**src/rtl/lph_pkg.sv**
```systemverilog
// ----------------------------------------------------------------------------
// lph_pkg: shared types and constants of the linear probe hash table
// Table geometry, opcode and status codes, and the slot store write port.
// ----------------------------------------------------------------------------
package lph_pkg;

  // Table geometry (slot count is a power of two, so key mod size is a mask)
  localparam int unsigned TableSize = 16;
  localparam int unsigned SlotW     = $clog2(TableSize);
  localparam int unsigned KeyW      = 32;
  localparam int unsigned OpW       = 2;
  localparam int unsigned StatusW   = 3;
  localparam int unsigned IndexW    = 4;

  typedef enum logic [OpW-1:0] {
    OP_INSERT = 2'd0,
    OP_SEARCH = 2'd1,
    OP_DELETE = 2'd2
  } opcode_e;

  typedef enum logic [StatusW-1:0] {
    ST_INSERTED  = 3'd0,
    ST_FULL      = 3'd1,
    ST_FOUND     = 3'd2,
    ST_NOT_FOUND = 3'd3,
    ST_DELETED   = 3'd4,
    ST_INVALID   = 3'd5
  } status_e;

  // Write port into the slot store
  typedef struct packed {
    logic             en;
    logic [SlotW-1:0] addr;
    logic [KeyW-1:0]  data;
  } slot_wr_t;

endpackage

```
**src/rtl/lph_req_if.sv**
```systemverilog
// ----------------------------------------------------------------------------
// lph_req_if: request channel
// Carries one opcode and key per transaction under a valid/ready handshake.
// ----------------------------------------------------------------------------
interface lph_req_if import lph_pkg::*; ();
  logic                valid;
  logic                ready;
  logic [OpW-1:0]      opcode;
  logic [KeyW-1:0]     key;

  modport source (output valid, output opcode, output key, input ready);
  modport sink   (input valid, input opcode, input key, output ready);
endinterface

```
**src/rtl/lph_rsp_if.sv**
```systemverilog
// ----------------------------------------------------------------------------
// lph_rsp_if: response channel
// Carries one status and slot index per transaction under valid/ready.
// ----------------------------------------------------------------------------
interface lph_rsp_if import lph_pkg::*; ();
  logic                valid;
  logic                ready;
  logic [StatusW-1:0]  status;
  logic [IndexW-1:0]   slot_index;

  modport source (output valid, output status, output slot_index, input ready);
  modport sink   (input valid, input status, input slot_index, output ready);
endinterface

```
**src/rtl/linear_probe_hash_table.sv**
```systemverilog
// ----------------------------------------------------------------------------
// linear_probe_hash_table: open addressing hash table, linear probing
// Sixteen key slots; insert, search and delete by a one-slot-per-cycle probe.
// ----------------------------------------------------------------------------
// Usage:
//   req_i carries an opcode (insert, search, delete) and a 32-bit key; rsp_o
//   returns one status and slot index for every request transaction.
//   A request is taken only when the block is idle. The probe starts at the
//   key's home slot (low key bits) and visits one slot per cycle through a
//   single compare unit, stopping at the first match or after a sweep of all
//   sixteen slots. When the probe ends, the result is loaded into the output
//   register and the block returns to idle, so the next request is taken only
//   after the previous probe is through. A zero key or an unknown opcode
//   ends the probe on its first slot and answers invalid.
//   The response sits in an output register; the next request may be taken
//   while it waits. If the receiver stalls and a new result is ready, the
//   probe holds its final slot until the output register frees up, and the
//   table is updated only when the result is loaded.
//   Reset empties every slot, clears the response valid state and idles the probe.
// ----------------------------------------------------------------------------
module linear_probe_hash_table import lph_pkg::*; (
  input  logic      clk_i,
  input  logic      rst_ni,
  lph_req_if.sink   req_i,
  lph_rsp_if.source rsp_o
);

  localparam logic StIdle  = 1'b0;
  localparam logic StProbe = 1'b1;

  localparam logic [SlotW-1:0] LastStep = SlotW'(TableSize - 1);

  logic             state_q, state_d;
  logic [SlotW-1:0] step_q, step_d;
  logic [SlotW-1:0] idx_q, idx_d;
  logic [OpW-1:0]   op_q, op_d;
  logic [KeyW-1:0]  key_q, key_d;
  logic             bad_q, bad_d;

  logic               out_valid_q, out_valid_d;
  logic [StatusW-1:0] out_status_q, out_status_d;
  logic [IndexW-1:0]  out_index_q, out_index_d;

  logic            req_fire;
  logic            out_free;
  logic [KeyW-1:0] rd_data;
  logic [KeyW-1:0] want;
  logic            hit;
  logic            finish;
  slot_wr_t        wr;

  lph_slot_store u_store (
    .clk_i     (clk_i),
    .rst_ni    (rst_ni),
    .wr_i      (wr),
    .rd_addr_i (idx_q),
    .rd_data_o (rd_data)
  );

  assign req_i.ready = (state_q == StIdle);
  assign req_fire    = req_i.valid && req_i.ready;
  assign out_free    = !out_valid_q || rsp_o.ready;

  // Shared compare: insert looks for an empty slot, the others for the key
  assign want   = (op_q == OP_INSERT) ? '0 : key_q;
  assign hit    = !bad_q && (rd_data == want);
  assign finish = bad_q || hit || (step_q == LastStep);

  // Sequencer, table update and result
  always_comb begin
    state_d      = state_q;
    step_d       = step_q;
    idx_d        = idx_q;
    op_d         = op_q;
    key_d        = key_q;
    bad_d        = bad_q;
    out_valid_d  = out_valid_q && !rsp_o.ready;
    out_status_d = out_status_q;
    out_index_d  = out_index_q;
    wr           = '{en: 1'b0, addr: idx_q, data: '0};

    unique case (state_q)
      StIdle: begin
        if (req_fire) begin
          op_d    = req_i.opcode;
          key_d   = req_i.key;
          idx_d   = req_i.key[SlotW-1:0];
          step_d  = '0;
          bad_d   = (req_i.key == '0) ||
                    !((req_i.opcode == OP_INSERT) || (req_i.opcode == OP_SEARCH) ||
                      (req_i.opcode == OP_DELETE));
          state_d = StProbe;
        end
      end
      StProbe: begin
        if (!finish) begin
          step_d = step_q + 1'b1;
          idx_d  = idx_q + 1'b1;
        end else if (out_free) begin
          out_valid_d = 1'b1;
          out_index_d = hit ? IndexW'(idx_q) : '0;
          if (bad_q) begin
            out_status_d = ST_INVALID;
          end else if (op_q == OP_INSERT) begin
            out_status_d = hit ? ST_INSERTED : ST_FULL;
            wr.en        = hit;
            wr.data      = key_q;
          end else if (op_q == OP_DELETE) begin
            out_status_d = hit ? ST_DELETED : ST_NOT_FOUND;
            wr.en        = hit;
          end else begin
            out_status_d = hit ? ST_FOUND : ST_NOT_FOUND;
          end
          state_d = StIdle;
        end
      end
      default: state_d = StIdle;
    endcase
  end

  // Control registers
  always_ff @(posedge clk_i or negedge rst_ni) begin
    if (!rst_ni) begin
      state_q     <= StIdle;
      out_valid_q <= 1'b0;
    end else begin
      state_q     <= state_d;
      out_valid_q <= out_valid_d;
    end
  end

  // Payload registers
  always_ff @(posedge clk_i) begin
    step_q       <= step_d;
    idx_q        <= idx_d;
    op_q         <= op_d;
    key_q        <= key_d;
    bad_q        <= bad_d;
    out_status_q <= out_status_d;
    out_index_q  <= out_index_d;
  end

  assign rsp_o.valid      = out_valid_q;
  assign rsp_o.status     = out_status_q;
  assign rsp_o.slot_index = out_index_q;

endmodule

```
**src/rtl/lph_slot_store.sv**
```systemverilog
// ----------------------------------------------------------------------------
// lph_slot_store: key slot storage
// One key per slot, cleared to empty at reset, one read and one write port.
// ----------------------------------------------------------------------------
module lph_slot_store import lph_pkg::*; (
  input  logic             clk_i,
  input  logic             rst_ni,
  input  slot_wr_t         wr_i,
  input  logic [SlotW-1:0] rd_addr_i,
  output logic [KeyW-1:0]  rd_data_o
);

  logic [KeyW-1:0] slot_q [TableSize];

  // Slot registers, all empty after reset
  always_ff @(posedge clk_i or negedge rst_ni) begin
    if (!rst_ni) begin
      for (int i = 0; i < TableSize; i++) begin
        slot_q[i] <= '0;
      end
    end else if (wr_i.en) begin
      slot_q[wr_i.addr] <= wr_i.data;
    end
  end

  assign rd_data_o = slot_q[rd_addr_i];

endmodule

```
**src/flat_wrapper.sv**
```systemverilog
// flat-port wrapper written by rule: the top's interface ports become plain ports
module linear_probe_hash_table_flat import lph_pkg::*;
  (clk_i, rst_ni, req_i_valid, req_i_opcode, req_i_key, req_i_ready, rsp_o_valid, rsp_o_status, rsp_o_slot_index, rsp_o_ready);
  lph_req_if req_i_i ();
  lph_rsp_if rsp_o_i ();
  input  logic clk_i;
  input  logic rst_ni;
  input wire logic [$bits(req_i_i.valid)-1:0] req_i_valid;
  input wire logic [$bits(req_i_i.opcode)-1:0] req_i_opcode;
  input wire logic [$bits(req_i_i.key)-1:0] req_i_key;
  output wire logic [$bits(req_i_i.ready)-1:0] req_i_ready;
  output wire logic [$bits(rsp_o_i.valid)-1:0] rsp_o_valid;
  output wire logic [$bits(rsp_o_i.status)-1:0] rsp_o_status;
  output wire logic [$bits(rsp_o_i.slot_index)-1:0] rsp_o_slot_index;
  input wire logic [$bits(rsp_o_i.ready)-1:0] rsp_o_ready;
  assign req_i_i.valid = req_i_valid;
  assign req_i_i.opcode = req_i_opcode;
  assign req_i_i.key = req_i_key;
  assign req_i_ready = req_i_i.ready;
  assign rsp_o_valid = rsp_o_i.valid;
  assign rsp_o_status = rsp_o_i.status;
  assign rsp_o_slot_index = rsp_o_i.slot_index;
  assign rsp_o_i.ready = rsp_o_ready;
  linear_probe_hash_table u_core (.clk_i(clk_i), .rst_ni(rst_ni), .req_i(req_i_i), .rsp_o(rsp_o_i));
endmodule
```
**config.mk**
```make
export PLATFORM = sky130hd
export DESIGN_NAME = linear_probe_hash_table_flat
export DESIGN_NICKNAME = d
export VERILOG_FILES = /design/src/rtl/lph_pkg.sv /design/src/rtl/lph_req_if.sv /design/src/rtl/lph_rsp_if.sv /design/src/rtl/linear_probe_hash_table.sv /design/src/rtl/lph_slot_store.sv /design/src/flat_wrapper.sv
export SDC_FILE = /design/constraint.sdc
export NUM_CORES = 1
export LEC_CHECK = 0
export BUFFER_PORTS_ARGS = -buffer_cell sky130_fd_sc_hd__buf_2
export CORE_ASPECT_RATIO = 0.75
export CORE_MARGIN = 5
export CORE_UTILIZATION = 30
export CTS_CLUSTER_SIZE = 10
export DETAILED_ROUTE_END_ITERATION = 8
export PLACE_DENSITY_LB_ADDON = 0.3
export SKIP_CTS_REPAIR_TIMING = 1
export SYNTH_ARGS = -nofsm -noshare
export SYNTH_HDL_FRONTEND = slang
export SYNTH_HIERARCHICAL = 1
export SYNTH_SLANG_ARGS = --single-unit
```
**constraint.sdc**
```tcl
create_clock -name clk_i -period 5.8 [get_ports clk_i]
set_clock_uncertainty 0.2 [all_clocks]
set_input_delay 0.87 -clock clk_i [delete_from_list [all_inputs] [get_ports clk_i]]
set_output_delay 0.87 -clock clk_i [all_outputs]
set_load 0.1 [all_outputs]
```
# Word-level counts from Yosys, hierarchy flattened
# Index checks and enable logic that the tools add are counted.
# totals
reg_bits	564
inputBits	38
out_inout_bits	9
# classes
n_addsub	2
magnitude_cmp	2
n_eq_ne	7
muxes	36
bitwise	2
n_reduce_logical	20
# ops
operator	count
$bwmux W512	1
$mux W32	9
$bmux W32 S4	1
$demux W32 S4	1
$eq A32 B32 Y1	1
$logic_not A32 Y1	1
$mux W4	4
$pmux W4 S2	2
$mux W1	14
$mux W3	3
$add A4 B1 Y4 const B	2
$logic_or A1 B1 Y1	6
$ge A5 B5 Y1 const B	1
$lt A5 B1 Y1 const B	1
$not A4 Y5	1
$eq A2 B2 Y1 const B	2
$eq A4 B4 Y1 const B	1
$logic_and A1 B1 Y1	4
$logic_not A1 Y1	4
$logic_not A2 Y1	2
$ne A2 B2 Y1 const B	2
$reduce_and A2 Y1	2
$reduce_and A3 Y1	1
$eq A2 B1 Y1 const B	1
other kinds (2)	2

# Depth between registers and ports, before layout
# depth
ltp_word	12
depth_mapped	17

# Hierarchy
# Netlist, hierarchy kept.
# modules_own_cells
module	n_inst	cells_each	area_each_um2	seq_area_each_um2
lph_slot_store	1	1404	22774.3	12812.3
linear_probe_hash_table	1	295	3079.2	1551.5

# Worst setup path after synthesis
# No wires, ideal clock.
# synth_timing
path_type	flip-flop to flip-flop
startpoint	register u_core.idx_q[0]
endpoint	register u_core/u_store/slot_q[161] (netlist name)
setup_time_ns	0.125
arrival_ns	4.937
path_slack_ns	0.538
stages_incl_launch_ff	17
n_path_buf	4
period_less_slack_ns	5.262
path_cell_list	edfxtp_1 > buf_2 > buf_2 > mux4_2 > a22oi_1 > nand2_1 > nor4bb_1 > a31oi_1 > o32ai_1 > nand4_1 > or4_1 > buf_2 > nor4_1 > nand2_1 > nor3_1 > buf_2 > mux2_2
# synth_lines
element	line_no	source
start: declaration	linear_probe_hash_table.sv:35	logic [SlotW-1:0] idx_q, idx_d;
start signal: assignment	linear_probe_hash_table.sv:135	idx_q <= idx_d;
end signal: indexed assignment	lph_slot_store.sv:22	slot_q[wr_i.addr] <= wr_i.data;
end: declaration	lph_slot_store.sv:13	logic [KeyW-1:0] slot_q [TableSize];

==> flow_summary.ini <==
[run_status]
status = finished clean

[grt]
grt_max_degree = 134
antenna_found_initial = 0
grtUsageTotal_pct = 15.8
grt_first_pass_wirelength_mm = 111
grt.overflow.total = 0
grt_pass1_vias = 16800

[drt]
num_vias = 15700
ant_nets = 0
drc = 0
routedWlPerCell_um = 25.0
routed_wl_mm = 73.5
drt_first_pass_iters = 5
drt_iter0_drc = 1410
vias_per_cell = 5.36

[cells_and_area]
final_layout_size_suffix_gt1_share_pct = 49.7
final_nets = 1808
mostFrequentLayoutCell = dfrtp_1
syn_to_final_growth_pct = 16.3
antenna_cells = 0
final_cell_mix = dfrtp_1 (514), mux2_2 (510), mux4_2 (128)
finish.instance_area_um2 = 30100

[synth]
syn_area_per_cell_um2 = 15.2
synthesis.nets = 1739
synth.top_cell.area_share_pct = 49.8
yosysWarnings = 6
synth_top_family_by_area = multiplexers
synth_edf_count = 50
netlist_instances = 1699
synth_mux_area_share_pct = 33.5
synth_xor_area_share_pct = 0.678
synthTopCellsByArea = dfrtp_1 (50%), mux2_2 (22%), mux4_2 (11%), edfxtp_1 (5.8%), a22oi_1 (1.9%)
synth-seq-area-share_pct = 55.6
ys.flop_type = dfrtp_1
synth_fa_ha_area_share_pct = 0.0968
async_reset_ff_share_pct = 91.1
synth_simple_gate_area_share_pct = 3.81
synth_top_cell_by_area = dfrtp_1
synth_area_um2 = 25900
synth_seq_cells = 564
synth_cell_types = 42
synth_compound_area_share_pct = 3.85

[worst_setup_path]
endpoint_kind = register
worst-setup-path-type = reg2reg
crit_fanout = 32
start_kind = register
required_ps = 6080
arrival_ps = 5790

[cts]
root_buffer = clkbuf_16
h-tree-depth = 3
numCtsBuffers = 67
cts_max_path_buffers = 3
worst_skew_pair.late_latency_ps = 600
cts_tree = built
clkSinkCount = 564
path_clk_slew_ps = 60

[die]
start_util_pct = 30.2
die_w_um = 349
ios = 47
core_um2 = 85600
die_h_um = 264
row_count = 93
die_area_um2 = 92200

[placement]
dp_hpwl_mm = 43.2
place_area_um2 = 28100
dp_slack_ps = 261
routabilityCongestion = 0.796
port_buffers = 46

[sta]
finalHoldViolations = 0
timing.hold.ws_ps = 125
setup_viol = 0
slew_viol_final = 0
worst_pin_slew_ps = 1130
period_share_pct = 95.0
fin_tns_setup_ps = 0
rsz0062_at_grt = no
fin_ws_ps = 291
relSlewSlack_pct = 24.8
period_needed_ps = 5510
timing.fmax_ghz = 0.182

[pwr]
power.density_nw_per_um2 = 341
leakage_nw = 13.6
power.total_mw = 10.3
vdd_drop_max_v = 0.000338

[hold_path]
hold_class = in2async

[job]
cap_violations = 0
power breakdown:
| part | total, mW | switching, mW | leakage (nW) | internal (mW) |
|---|---|---|---|---|
| clock | 3.79 | 1.56 | 0.921 | 2.22 |
| combinational | 2.21 | 1.48 | 5.05 | 0.729 |
| sequential | 4.26 | 0.138 | 7.65 | 4.12 |
worst max-delay path, cell delays in order (launching register included):
cell and delay, ps:
edfxtp_1 440, buf_4 220, buf_12 210, mux4_2 540, a22oi_1 270, nand2_1 260
nor4bb_1 330, a31oi_1 70, o32ai_1 270, nand4_1 220, or4_1 580, nor4_1 270
buf_4 190, nand2b_1 100, or4_2 590, buf_12 240, mux2_1 340
final timing paths:
check	end	slack [ps]	start	depth (start not counted)
worst max register to register	u_core/u_store/slot_q[506]$_DFFE_PN0P_	290	u_core/idx_q[0]$_DFFE_PP_	16
max in group asynchronous	u_core/u_store/slot_q[51]$_DFFE_PN0P_	3950	rst_ni	2
worst min register to register	u_core/u_store/slot_q[230]$_DFFE_PN0P_	290	u_core/u_store/slot_q[230]$_DFFE_PN0P_	1
worst max-delay path	u_core/u_store/slot_q[506]$_DFFE_PN0P_	290	u_core/idx_q[0]$_DFFE_PP_	16
min in group clk_i	u_core/key_q[26]$_DFFE_PP_	270	req_i_key[26]	1
worst min-delay path	u_core/u_store/slot_q[223]$_DFFE_PN0P_	120	rst_ni	1
final cells by class:
class	instances	area [um^2]
repair buffers	148	1390
inverters	2	7.51
well taps	1140	1430
clock inverters	2	13.8
fillers	8219	55600
clock buffers	93	1880
multi-input cells	985	11000
flip-flops and latches	564	14400
per-stage QoR:
stage,std cells,utilization (%)
3_3_place_gp,2836,32.8
5_1_grt,2934,35.1
3_5_place_dp,2836,32.8
2_1_floorplan,1699,-
6_report,2934,35.1
4_1_cts,2931,35.1
flip-flops by register name, indices dropped and copies added (netlist names):
register,cells
u_core/op_q,2
u_core/step_q,4
u_core/u_store/slot_q,512
u_core/key_q,32
u_core/state_q,1
u_core/rsp_o.slot_index,4
u_core/bad_q,1
u_core/idx_q,4
u_core/rsp_o.status,3
u_core/rsp_o.valid,1
layer usage:
layer | part of all wire (%) | up-vias | routed length (um) | track usage (%)
li1 | - | 6573 | - | -
met2 | 44 | 451 | 32200 | 23.4
met4 | 1.9 | 0 | 1380 | 3.59
met1 | 48 | 8593 | 35200 | 23.8
met5 | 0 | - | 0 | 0
met3 | 6.5 | 97 | 4750 | 3.53
cells in the mapped netlist (all sizes together) (2+ instances only):
master / n
a2111oi: 4
a21oi: 32
a22oi: 64
a31oi: 17
and2: 3
and3: 4
buf: 69
clkbuf: 79
dfrtp: 514
edfxtp: 50
ha: 2
inv: 2
mux2: 513
mux4: 128
nand2: 43
nand2b: 5
nand3: 4
nand3b: 2
nand4: 34
nor2: 45
nor2b: 4
nor3: 6
nor4: 11
nor4bb: 16
o21ai: 3
o32ai: 16
or3: 2
or4: 2
xnor2: 18
xor2: 2
logic make-up after synthesis:
kind of cell    after synthesis
compound gates              140
xor+xnor                     20
fa+ha+maj                     2
buf+inv                     150
flops                       564
mux                         641
simple gates                182
(Power assumes the default switching activity.)
